File: config.mk
export PLATFORM = sky130hd
export DESIGN_NAME = fixed_width_decimal_parser
export DESIGN_NICKNAME = d
export VERILOG_FILES = /design/src/hw/rtl/fwdp_pkg.sv /design/src/hw/rtl/fwdp_digit_acc.sv /design/src/hw/rtl/fwdp_range_check.sv /design/src/hw/rtl/fixed_width_decimal_parser.sv
export SDC_FILE = /design/constraint.sdc
export NUM_CORES = 1
export LEC_CHECK = 0
export ABC_AREA = 1
export BUFFER_PORTS_ARGS = -buffer_cell sky130_fd_sc_hd__buf_2
export CAP_MARGIN = 20
export CORE_ASPECT_RATIO = 1.75
export CORE_MARGIN = 10
export CORE_UTILIZATION = 62
export CTS_CLUSTER_DIAMETER = 100
export DETAILED_ROUTE_END_ITERATION = 8
export GPL_ROUTABILITY_DRIVEN = 1
export PLACE_DENSITY = 0.81
export SLEW_MARGIN = 25
export SYNTH_ARGS = -nofsm -noshare
export SYNTH_HDL_FRONTEND = slang
export SYNTH_SLANG_ARGS = --single-unit
File: constraint.sdc
create_clock -name clk_i -period 3.45 [get_ports clk_i]
set_clock_uncertainty 0.05 [all_clocks]
set_input_delay 0.5175 -clock clk_i [delete_from_list [all_inputs] [get_ports clk_i]]
set_output_delay 0.5175 -clock clk_i [all_outputs]
set_load 0.005 [all_outputs]
File: src/hw/rtl/fwdp_pkg.sv
// shared constants and types for the fixed width decimal parser
// no dependencies
`timescale 1ns / 1ps

package fwdp_pkg;

  localparam int unsigned CHAR_W     = 8;
  localparam int unsigned VALUE_W    = 31;
  localparam int unsigned MAG_W      = 30;
  localparam int unsigned POS_W      = 4;
  localparam int unsigned DIGIT_W    = 4;
  localparam int unsigned CFG_IDX_W  = 1;
  localparam int unsigned TDATA_IN_W = 8;
  localparam int unsigned TDATA_OUT_W = 32;

  localparam logic [POS_W-1:0] MAX_DIGITS = POS_W'(9);
  localparam logic [POS_W-1:0] POS_MAX    = '1;

  localparam logic [CHAR_W-1:0] CHAR_MINUS = 8'h2D;
  localparam logic [CHAR_W-1:0] CHAR_ZERO  = 8'h30;
  localparam logic [CHAR_W-1:0] CHAR_NINE  = 8'h39;

  localparam logic [CFG_IDX_W-1:0] REG_MIN_VALUE = 1'b0;
  localparam logic [CFG_IDX_W-1:0] REG_MAX_VALUE = 1'b1;

  localparam logic signed [VALUE_W-1:0] MIN_VALUE_RESET = -31'sd999999999;
  localparam logic signed [VALUE_W-1:0] MAX_VALUE_RESET = 31'sd999999999;

  // summary of one finished field
  typedef struct packed {
    logic [MAG_W-1:0] mag;
    logic             neg;
    logic             err;
  } field_t;

endpackage

File: src/hw/rtl/fwdp_digit_acc.sv
// per-byte field state: sign, digit accumulation, position and error tracking
// registers the finished field summary; depends on fwdp_pkg
`timescale 1ns / 1ps

module fwdp_digit_acc (
  input  logic                          clk_i,
  input  logic                          rst_ni,
  input  logic                          valid_i,
  output logic                          ready_o,
  input  logic [fwdp_pkg::CHAR_W-1:0]   char_i,
  input  logic                          last_i,
  output logic                          fld_valid_o,
  input  logic                          fld_ready_i,
  output fwdp_pkg::field_t              fld_o
);
  import fwdp_pkg::*;

  logic [MAG_W-1:0]   acc_q, acc_d, acc_n, acc_x10;
  logic               neg_q, neg_d, neg_n;
  logic               err_q, err_d, err_n;
  logic [POS_W-1:0]   pos_q, pos_d, pos_n, digits;
  logic [CHAR_W-1:0]  char_off;
  logic [DIGIT_W-1:0] digit;
  logic               is_minus, is_digit, fire;
  logic               fld_valid_q, fld_valid_d;
  field_t             fld_q, fld_d;

  assign ready_o = !last_i || !fld_valid_q || fld_ready_i;
  assign fire    = valid_i && ready_o;

  assign is_minus = (pos_q == '0) && (char_i == CHAR_MINUS);
  assign is_digit = (char_i >= CHAR_ZERO) && (char_i <= CHAR_NINE);
  assign char_off = char_i - CHAR_ZERO;
  assign digit    = char_off[DIGIT_W-1:0];
  assign digits   = pos_q - {{(POS_W-1){1'b0}}, neg_q};
  assign acc_x10  = {acc_q[MAG_W-4:0], 3'b000} + {acc_q[MAG_W-2:0], 1'b0};

  always_comb begin
    acc_n = acc_q;
    neg_n = neg_q;
    err_n = err_q;
    if (!err_q) begin
      if (is_minus) begin
        neg_n = 1'b1;
      end else if (!is_digit) begin
        err_n = 1'b1;
      end else if (digits >= MAX_DIGITS) begin
        err_n = 1'b1;
      end else begin
        acc_n = acc_x10 + {{(MAG_W-DIGIT_W){1'b0}}, digit};
      end
    end
    pos_n = (pos_q == POS_MAX) ? pos_q : pos_q + POS_W'(1);
  end

  always_comb begin
    acc_d = acc_q;
    neg_d = neg_q;
    err_d = err_q;
    pos_d = pos_q;
    if (fire) begin
      if (last_i) begin
        acc_d = '0;
        neg_d = 1'b0;
        err_d = 1'b0;
        pos_d = '0;
      end else begin
        acc_d = acc_n;
        neg_d = neg_n;
        err_d = err_n;
        pos_d = pos_n;
      end
    end
  end

  always_comb begin
    fld_valid_d = fld_valid_q && !fld_ready_i;
    fld_d       = fld_q;
    if (fire && last_i) begin
      fld_valid_d = 1'b1;
      fld_d.mag   = acc_n;
      fld_d.neg   = neg_n;
      fld_d.err   = err_n;
    end
  end

  always_ff @(posedge clk_i or negedge rst_ni) begin
    if (!rst_ni) begin
      acc_q       <= '0;
      neg_q       <= 1'b0;
      err_q       <= 1'b0;
      pos_q       <= '0;
      fld_valid_q <= 1'b0;
    end else begin
      acc_q       <= acc_d;
      neg_q       <= neg_d;
      err_q       <= err_d;
      pos_q       <= pos_d;
      fld_valid_q <= fld_valid_d;
    end
  end

  always_ff @(posedge clk_i) begin
    fld_q <= fld_d;
  end

  assign fld_valid_o = fld_valid_q;
  assign fld_o       = fld_q;

endmodule

File: src/hw/rtl/fwdp_range_check.sv
// applies the sign, checks the value window and holds the result register
// depends on fwdp_pkg
`timescale 1ns / 1ps

module fwdp_range_check (
  input  logic                                clk_i,
  input  logic                                rst_ni,
  input  logic                                fld_valid_i,
  output logic                                fld_ready_o,
  input  fwdp_pkg::field_t                    fld_i,
  input  logic signed [fwdp_pkg::VALUE_W-1:0] min_value_i,
  input  logic signed [fwdp_pkg::VALUE_W-1:0] max_value_i,
  output logic                                out_valid_o,
  input  logic                                out_ready_i,
  output logic [fwdp_pkg::VALUE_W-1:0]        value_o,
  output logic                                parse_error_o
);
  import fwdp_pkg::*;

  logic [VALUE_W-1:0]        mag_ext;
  logic signed [VALUE_W-1:0] val;
  logic                      err, fire;
  logic                      out_valid_q, out_valid_d;
  logic [VALUE_W-1:0]        value_q, value_d;
  logic                      perr_q, perr_d;

  assign fld_ready_o = !out_valid_q || out_ready_i;
  assign fire        = fld_valid_i && fld_ready_o;

  assign mag_ext = {1'b0, fld_i.mag};
  assign val     = fld_i.neg ? $signed(-mag_ext) : $signed(mag_ext);
  assign err     = fld_i.err || (val < min_value_i) || (val > max_value_i);

  always_comb begin
    out_valid_d = out_valid_q && !out_ready_i;
    value_d     = value_q;
    perr_d      = perr_q;
    if (fire) begin
      out_valid_d = 1'b1;
      value_d     = err ? '0 : val;
      perr_d      = err;
    end
  end

  always_ff @(posedge clk_i or negedge rst_ni) begin
    if (!rst_ni) begin
      out_valid_q <= 1'b0;
    end else begin
      out_valid_q <= out_valid_d;
    end
  end

  always_ff @(posedge clk_i) begin
    value_q <= value_d;
    perr_q  <= perr_d;
  end

  assign out_valid_o   = out_valid_q;
  assign value_o       = value_q;
  assign parse_error_o = perr_q;

endmodule

File: src/hw/rtl/fixed_width_decimal_parser.sv
// Parses a fixed width ASCII decimal field, one byte per transaction, into a signed
// value with an inclusive range check. A leading '-' makes the value negative; every
// other byte must be a digit, at most nine digits. One result per field, on the byte
// with tlast: tdata carries the value (0 on error), tuser the error flag. One byte
// is taken every cycle unless m_axis_tready holds results back; a result leaves through
// the input register, the accumulation stage and the range-check result register.
// Depends on fwdp_pkg, fwdp_digit_acc and fwdp_range_check.
`timescale 1ns / 1ps

module fixed_width_decimal_parser (
  input  logic                                  clk_i,
  input  logic                                  rst_ni,
  input  logic                                  s_axis_tvalid,
  output logic                                  s_axis_tready,
  input  logic [fwdp_pkg::TDATA_IN_W-1:0]       s_axis_tdata,   // [7:0] char_code
  input  logic                                  s_axis_tlast,   // is_last
  output logic                                  m_axis_tvalid,
  input  logic                                  m_axis_tready,
  output logic [fwdp_pkg::TDATA_OUT_W-1:0]      m_axis_tdata,   // [30:0] value, [31] zero
  output logic                                  m_axis_tuser,   // parse_error
  input  logic                                  cfg_valid_i,
  output logic                                  cfg_ready_o,
  input  logic [fwdp_pkg::CFG_IDX_W-1:0]        cfg_index_i,
  input  logic [fwdp_pkg::VALUE_W-1:0]          cfg_data_i
);
  import fwdp_pkg::*;

  logic                      in_valid_q, in_valid_d;
  logic [CHAR_W-1:0]         in_char_q, in_char_d;
  logic                      in_last_q, in_last_d;
  logic                      acc_ready;
  logic                      fld_valid, fld_ready;
  field_t                    fld;
  logic signed [VALUE_W-1:0] min_value_q, min_value_d;
  logic signed [VALUE_W-1:0] max_value_q, max_value_d;
  logic [VALUE_W-1:0]        value;

  assign cfg_ready_o = 1'b1;

  always_comb begin
    min_value_d = min_value_q;
    max_value_d = max_value_q;
    if (cfg_valid_i) begin
      unique case (cfg_index_i)
        REG_MIN_VALUE: min_value_d = $signed(cfg_data_i);
        REG_MAX_VALUE: max_value_d = $signed(cfg_data_i);
        default: ;
      endcase
    end
  end

  // input register
  assign s_axis_tready = !in_valid_q || acc_ready;

  always_comb begin
    in_valid_d = in_valid_q && !acc_ready;
    in_char_d  = in_char_q;
    in_last_d  = in_last_q;
    if (s_axis_tvalid && s_axis_tready) begin
      in_valid_d = 1'b1;
      in_char_d  = s_axis_tdata[CHAR_W-1:0];
      in_last_d  = s_axis_tlast;
    end
  end

  always_ff @(posedge clk_i or negedge rst_ni) begin
    if (!rst_ni) begin
      in_valid_q  <= 1'b0;
      min_value_q <= MIN_VALUE_RESET;
      max_value_q <= MAX_VALUE_RESET;
    end else begin
      in_valid_q  <= in_valid_d;
      min_value_q <= min_value_d;
      max_value_q <= max_value_d;
    end
  end

  always_ff @(posedge clk_i) begin
    in_char_q <= in_char_d;
    in_last_q <= in_last_d;
  end

  fwdp_digit_acc u_digit_acc (
    .clk_i       (clk_i),
    .rst_ni      (rst_ni),
    .valid_i     (in_valid_q),
    .ready_o     (acc_ready),
    .char_i      (in_char_q),
    .last_i      (in_last_q),
    .fld_valid_o (fld_valid),
    .fld_ready_i (fld_ready),
    .fld_o       (fld)
  );

  fwdp_range_check u_range_check (
    .clk_i         (clk_i),
    .rst_ni        (rst_ni),
    .fld_valid_i   (fld_valid),
    .fld_ready_o   (fld_ready),
    .fld_i         (fld),
    .min_value_i   (min_value_q),
    .max_value_i   (max_value_q),
    .out_valid_o   (m_axis_tvalid),
    .out_ready_i   (m_axis_tready),
    .value_o       (value),
    .parse_error_o (m_axis_tuser)
  );

  assign m_axis_tdata = {{(TDATA_OUT_W-VALUE_W){1'b0}}, value};

endmodule
==> results.yml <==
sta:
  timing.fmax_ghz: 0.256
  timing.slew.headroom_pct: 29.9
  maxSlewViolCount: 0
  hold_violations: 0
  finalWorstSetupSlack_ns: -0.457
  rsz0062_at_grt: "true"
  layout_min_cycle_time_ns: 3.91
  fin_crit_sh_pct: 113
  finalSetupViolations: 32
  worstMarginPinSlew_ns: 1.05
critical_path:
  required_ns: 3.60
  startpoint_type: "flop"
  cp.arrival_ns: 4.06
  reg2reg_depth: 23
  path_class: "flop to flop"
  path_max_fanout: 6
  worst_setup_path_end_kind: "flop"
yosys:
  synth_area_leaders: "edfxtp_1 18%, dfrtp_1 14%, nand2_1 14%"
  synth_cells: 1557
  synth_commonest_cells: "449 x nand2_1, 296 x inv_1, 120 x ha_1"
  yosysMostFrequentCell: "nand2_1"
  synthFlopType: "edfxtp_1"
  synth_top_area_share_pct: 18.3
  synth-seq-area-share_pct: 39.8
  synth_cell_types: 48
  netlist_area_um2: 12000
  yosysTopAreaCell: "edfxtp_1"
  synthArstFlopShare_pct: 58.0
  synth.net_count: 1725
  synth-seq-cells: 174
  yosysWarningCount: 0
  synth_area_per_cell_um2: 7.69
  synth_enable_flop_cells: 73
routing:
  postRouteAntennaNets: 0
  routed_wl_um: 33700
  via_count: 10810
  vias_per_cell: 5.56
  drcViolationCount: 0
  wire_per_inst_um: 17.3
  drtIter0Drc: 1062
  firstDrtPassIters: 6
power:
  power.total_mw: 5.46
  vdd_drop_max_v: 0.000399
  pwr-share-seq_pct: 45.1
  p_leak_nw: 7.45
  power.clock.fraction_pct: 34.7
  p_per_area_nw_per_um2: 385
  p_comb_share_pct: 20.2
  swShare_pct: 30.5
  p_int_mw: 3.80
  p_sw_mw: 1.66
clock_network:
  htree_num_levels: 4
  cts_root_buf: "clkbuf_16"
  insertion_delay_ns: 0.45
  cts_made_buffers: 17
  cts_tree: "built"
  ctsHoldBuffers: 0
  clk_pin_slew_worst_paths_ns: 0.07
  clock_sinks: 174
  clock_path_buffers: 2
die:
  dieHeight_um: 204
  coreArea_um2: 19100
  rows: 67
  die_x_um: 125
  initial_utilization_pct: 62.6
  dieArea_um2: 25500
  io_pins: 82
global_route:
  grt_usage_pct: 23.5
  grt_max_degree: 57
  grt_pass1_vias: 10744
  grt_pass1_wl_um: 49800
  grt_antenna_before_repair: 0
  grt_remaining_overflow: 0
layout:
  n_fill_cell: 1313
  drive_above_1_share_pct: 20.9
  final_nets: 1859
  diodes: 0
  areaGrowthSynthToFinish_pct: 18.6
  final_cells: 1945
job:
  drv_cap: 0
run_status:
  failed_checks: "negative setup slack"
  status: "complete, but fails checks"
placement:
  gp_congestion: 0.933
  dp.cells: 1868
  io_buffers: 79
  place_hpwl_um: 22400
hold_path:
  holdCritPathClass: "primary input to async pin"
==> timing repair <==
action,4_1_cts,5_1_grt
hold endpoints to repair,0,0
buffers inserted,20,22
resized for setup,30,86
endpoints found under the setup margin,32,32
cloned,1,2
pin swaps,11,34
==> metrics by stage <==
stage / hold slack (ns) / instance area (µm²) / setup WS, ns / util (%) / TNS, ns
global placement: 0.408 / 12700 / -0.0741 / 66.4 / -1.50
floorplan: 0.172 / 12000 / 0.387 / - / 0
CTS: 0.0461 / 13600 / -0.0424 / 71.1 / -0.341
global route: 0.0813 / 14200 / -0.555 / 74.2 / -16.22
finish: 0.0166 / 14200 / -0.457 / 74.2 / -12.90
detailed placement: 0.425 / 12700 / -0.215 / 66.4 / -5.00
==> final cells by class <==
class                           count  area (µm²)  area share (%)
Multi-Input combinational cell   1051        6400            45.1
Sequential cell                   174        4760            33.5
Inverter                          301        1130            7.96
Timing Repair Buffer              146        1030            7.23
Clock buffer                       19         443            3.12
Tap cell                          241         302            2.12
Clock inverter                     13         129           0.908
==> flip-flops by register name (all words and copies together) (netlist names), 4 cells and up <==
| register | cells |
|---|---|
| u_digit_acc.fld_o | 32 |
| max_value_q | 31 |
| min_value_q | 31 |
| u_range_check.value_o | 31 |
| u_digit_acc.acc_q | 30 |
| in_char_q | 8 |
| u_digit_acc.pos_q | 4 |
==> layout by cell type, fill, tap and decap left out, types with 6 or more instances in the layout <==
master / n
nand2_1: 435
inv_1: 285
ha_1: 112
o21ai_0: 78
buf_2: 78
edfxtp_1: 73
dfrtp_1: 69
nor2_1: 68
nand3_1: 66
buf_4: 58
a21oi_1: 43
nor2_2: 38
dfstp_2: 32
nand4_1: 19
xor2_1: 19
clkbuf_16: 19
nor2_4: 18
nand2_2: 16
inv_2: 15
xor2_2: 10
and2_1: 10
or2_2: 9
nor3_1: 9
xnor2_1: 9
o21ai_1: 8
o21ai_2: 8
a21oi_2: 8
ha_4: 8
o21bai_1: 7
nand3_2: 6
o22ai_1: 6
==> critical path, stage by stage, from the launching register on <==
cell and delay (ns):
edfxtp_1 0.42, nor2_2 0.21, nand4_1 0.26, nor3_4 0.27
buf_6 0.16, nand2_4 0.06, o21ai_2 0.16, nand2_1 0.09
xor2_1 0.22, inv_1 0.10, ha_1 0.30, nand2_2 0.06
nor2_2 0.11, nand2_2 0.11, nor2_1 0.18, nand2_1 0.08
nand2_1 0.10, nor2_2 0.06, nand3_1 0.11, nand3_2 0.11
nand3_4 0.13, buf_12 0.13, clkbuf_16 0.16, nor2_2 0.03
==> per-layer routing <==
layer / track usage (%) / routed length [µm]
met2: 44.5 / 18000
met4: 14.2 / 2360
met5: 0 / 0
met1: 23.2 / 11700
met3: 3.77 / 1570
==> power by group through the flow <==
stage | Sequential [mW] | Clock [mW] | Combinational [mW]
3_5_place_dp | 2.49 | 0 | 0.883
2_1_floorplan | 2.47 | 0 | 0.605
4_1_cts | 2.46 | 1.89 | 0.949
5_1_grt | 2.48 | 1.99 | 1.23
3_3_place_gp | 2.49 | 0 | 0.841
6_report | 2.46 | 1.89 | 1.10
==> cell families (layout without fill, tap and decap cells) <==
family                   count (synthesis)  count (layout)  synth area share [%]
adder cells (fa/ha/maj)                122             122                  12.9
other                                    2               2                0.0628
AO/OA/AOI/OAI                          173             173                  8.02
buffers and inverters                  332             479                  11.0
AND/OR/NAND/NOR                        714             714                  25.4
XOR/XNOR                                40              40                  2.93
flip-flops                             174             174                  39.8
==> final timing paths <==
check / startpoint / end / slack (ns)
max in group asynchronous: rst_ni / max_value_q[23] / 2.54
min: rst_ni / u_digit_acc.err_q / 0.02
min reg2reg: min_value_q[25] / min_value_q[25] / 0.44
max reg2reg: u_digit_acc.fld_o[5] / u_range_check.value_o[24] / -0.46
max: u_digit_acc.fld_o[5] / u_range_check.value_o[24] / -0.46
min in group clk_i: s_axis_tdata[5] / in_char_q[5] / 0.19
Note: power is estimated with default switching activity, not from simulation.
